[config.mk]
export PLATFORM = sky130hd
export DESIGN_NAME = cds_div
export DESIGN_NICKNAME = d
export VERILOG_FILES = /design/src/cds_div.sv
export SDC_FILE = /design/constraint.sdc
export NUM_CORES = 1
export LEC_CHECK = 0
export BUFFER_PORTS_ARGS = -buffer_cell sky130_fd_sc_hd__buf_2
export CAP_MARGIN = 20
export CORE_MARGIN = 8
export CORE_UTILIZATION = 55
export CTS_BUF_LIST = sky130_fd_sc_hd__clkbuf_4
export DETAILED_ROUTE_END_ITERATION = 8
export HOLD_SLACK_MARGIN = 0.15
export PLACE_DENSITY = 0.78
export SLEW_MARGIN = 25
export SYNTH_ARGS = -nofsm -noshare
export SYNTH_HDL_FRONTEND = slang
export SYNTH_SLANG_ARGS = --single-unit
[constraint.sdc]
create_clock -name aclk -period 3.82 [get_ports aclk]
set_input_delay 0.382 -clock aclk [delete_from_list [all_inputs] [get_ports aclk]]
set_output_delay 0.382 -clock aclk [all_outputs]
set_load 0.05 [all_outputs]
[src/cds_div.sv]
// Restoring divider, one quotient bit per cycle.
// No dependencies; standalone arithmetic.
`timescale 1ns / 1ps
module cds_div (
    input  logic        aclk,
    input  logic        aresetn,
    input  logic        start,
    input  logic [33:0] num,
    input  logic [33:0] den,
    output logic        done,
    output logic [33:0] quo
);
    logic [33:0] q_reg, q_next;
    logic [33:0] r_reg, r_next;
    logic [33:0] d_reg;
    logic [5:0]  cnt_reg;
    logic        busy_reg;
    logic [34:0] rs;

    always_comb begin
        rs = {r_reg, q_reg[33]};
        q_next = {q_reg[32:0], 1'b0};
        r_next = rs[33:0];
        if (rs >= {1'b0, d_reg}) begin
            r_next = 34'(rs - {1'b0, d_reg});
            q_next[0] = 1'b1;
        end
    end

    always_ff @(posedge aclk) begin
        if (!aresetn) begin
            busy_reg <= 1'b0;
            cnt_reg <= '0;
            done <= 1'b0;
        end else begin
            done <= 1'b0;
            if (start) begin
                busy_reg <= 1'b1;
                cnt_reg <= 6'd34;
                q_reg <= num;
                r_reg <= '0;
                d_reg <= den;
            end else if (busy_reg) begin
                q_reg <= q_next;
                r_reg <= r_next;
                cnt_reg <= cnt_reg - 6'd1;
                if (cnt_reg == 6'd1) begin
                    busy_reg <= 1'b0;
                    done <= 1'b1;
                end
            end
        end
    end
    assign quo = q_reg;
endmodule
==> results.json <==
{
  "status": "finished, final reports clean",
  "post-dp-hpwl_um": 9890,
  "slew_headroom_pct": 40.6,
  "synthesis.area_sq_um": 6190,
  "worst_slack_ns": 0.333,
  "grt.total_usage_pct": 20.0,
  "grt_pass1_wl_um": 23600,
  "hold_viol": 0,
  "cts_htree_levels": 3,
  "syn2layout_area_growth_pct": 22.6,
  "grt_max_degree": 70,
  "crit_path_end_kind": "register",
  "switchingPower_uw": 1010,
  "wl_per_cell_um": 17.6,
  "p_sw_share_pct": 33.5,
  "internal_power_uw": 2010,
  "vias": 4693,
  "power_frac_comb_pct": 32.2,
  "yosys_most_used_dff": "edfxtp_1",
  "crit_required_ns": 4.04,
  "antenna_found_initial": 0,
  "finalSetupViolations": 0,
  "async_reset_ff_share_pct": 0,
  "slew_violations": 0,
  "cts_hold_buf": 57,
  "finalPower_uw": 3020,
  "initial_utilization_pct": 56.8,
  "syn-num-nets": 641,
  "vias_per_cell": 5.59,
  "root_buffer": "clkbuf_4",
  "synth_top_area_share_pct": 49.5,
  "synth_cell_type_count": 52,
  "clock_power_share_pct": 18.3,
  "cts_resized": 0,
  "yosys-top-cells-area": "edfxtp_1, ha_1, mux2_2",
  "fmax_mhz": 287,
  "drtAntennaViolNets": 0,
  "fillerInstances": 805,
  "pin_count": 106,
  "rsz0062_at_grt": "false",
  "fin_skew_ns": 0.0304,
  "first_pass_iters": 4,
  "cts_tree": "yes",
  "power.leakage_uw": 0.00327,
  "final_cell_mix": "buf_2, edfxtp_1, dlygate4sd3_1",
  "die_area_sq_um": 14900,
  "mostFrequentLayoutCell": "buf_2",
  "clk_pin_slew_worst_paths_ns": 0.18,
  "io_buffers": 105,
  "critical_path_class": "register to register",
  "worst_pin_slew_ns": 0.891,
  "cts.sinks": 110,
  "cts_buffers": 9,
  "startpoint_type": "register",
  "finalWirelength_um": 14800,
  "routabilityCongestion": 0.867,
  "die_y_um": 122,
  "grt_pass1_vias": 4934,
  "ir_drop_mv": 0.342,
  "period_needed_ns": 3.49,
  "synth_seq_cells": 110,
  "postCtsSetupBuffers": 0,
  "yosysSeqAreaShare_pct": 52.1,
  "multiInputGateArea_sq_um": 2710,
  "drc_errors": 0,
  "path_max_fanout": 15,
  "dr.first_iter.drc_count": 326,
  "clockBufferDepth": 2,
  "seqPwrFrac_pct": 49.5,
  "grt_overflow": 0,
  "drive_gt1_share_pct": 23.7,
  "place_ws_ns": 0.405,
  "cp.arrival_ns": 3.71,
  "synthCells": 533,
  "syn_avg_cell_area_sq_um": 11.6,
  "clock_latency_ns": 0.50,
  "hp-class": "primary input to register",
  "nets": 803,
  "core_sq_um": 10900,
  "power_density_nw_per_um2": 399,
  "synth_top_area_cell": "edfxtp_1",
  "tns_ns": 0,
  "fin_crit_sh_pct": 91.3,
  "ff_latch_area_sq_um": 3220,
  "n_antenna_cell": 0,
  "rows": 38,
  "drv_cap": 0,
  "synth_warnings": 0,
  "synth_enable_flop_cells": 102,
  "dieWidth_um": 122
}
==> critical path, stage by stage (launching register included) <==
cell and delay (ns):
edfxtp_1 0.46, inv_1 0.08, ha_1 0.24, nor2b_4 0.14, o2111a_1 0.24, o31a_1 0.32
a21boi_1 0.28, a41oi_2 0.21, a31o_2 0.32, and2_1 0.17, a41o_2 0.30, buf_4 0.22
mux2i_1 0.17, nor2_1 0.05
==> worst paths after layout <==
check / from / to / slack (ns) / cells after the start
worst max-delay path: d_reg[1]$_DFFE_PP_ / r_reg[14]$_SDFFCE_PP0P_ / 0.33 / 13
worst min-delay path: num[29] / quo[29]$_DFFE_PP_ / 0.19 / 2
worst max register to register: d_reg[1]$_DFFE_PP_ / r_reg[14]$_SDFFCE_PP0P_ / 0.33 / 13
worst min register to register: busy_reg$_SDFF_PN0_ / done$_SDFF_PP0_ / 0.57 / 2
==> power by group through the flow <==
stage / Clock [uW] / Sequential [uW] / Combinational, uW
floorplan: 0 / 1590 / 639
global placement: 0 / 1520 / 889
detailed placement: 0 / 1520 / 913
CTS: 574 / 1490 / 962
global route: 607 / 1510 / 1070
finish: 554 / 1500 / 973
==> kinds of logic (layout without fill, tap and decap cells) <==
group	after synthesis	count (layout)	share of synthesized area, %
AO/OA/AOI/OAI	103	103	11.1
flip-flops	110	110	52.1
AND/OR/NAND/NOR	126	126	9.53
adder cells (fa/ha/maj)	37	37	7.61
XOR/XNOR	36	36	5.10
buffers and inverters	61	228	4.13
multiplexers	60	60	10.4
==> cell type report <==
class,instances,share of cell area [%]
sequential,110,42.5
multi-input combinational,362,35.7
timing repair buffer,170,15.7
tap,140,2.31
inverter,42,2.08
clock buffer,9,0.891
clock inverter,7,0.808
==> per-stage QoR <==
step	std cells	hold slack (ns)	util, %	cell area, sq um
CTS	837	0.150	69.4	7550
finish	840	0.193	69.7	7580
global route	840	0.163	69.7	7580
global placement	764	0.527	63.0	6850
floorplan	533	0.481	-	6190
detailed placement	764	0.545	63.0	6850
==> synth_stat cells, types with 2 or more instances <==
cell type / count
a211oi_1: 5
a21boi_0: 3
a21o_1: 12
a21oi_1: 33
a221o_1: 2
a31oi_1: 5
and2_1: 3
and3_1: 5
buf_2: 3
clkbuf_1: 13
dfxtp_1: 8
edfxtp_1: 102
ha_1: 36
inv_1: 42
mux2_2: 34
mux2i_1: 26
nand2_1: 30
nand2b_1: 3
nand3_1: 9
nand4_1: 7
nor2_1: 48
nor2b_1: 7
nor3_1: 5
nor4_1: 5
o21a_1: 6
o21ai_0: 14
o21bai_1: 5
o31a_1: 3
o31ai_1: 2
xnor2_1: 22
xor2_1: 14
==> per-layer routing <==
layer | share of wire, % | vias to the layer above | GRT usage [%]
met5 | 0 | - | 0
met4 | 1.4 | 0 | 5.94
met3 | 8.6 | 17 | 8.24
met2 | 48 | 163 | 33.3
met1 | 42 | 2250 | 23.3
li1 | - | 2263 | -
Note: power is estimated with default switching activity, not from simulation.
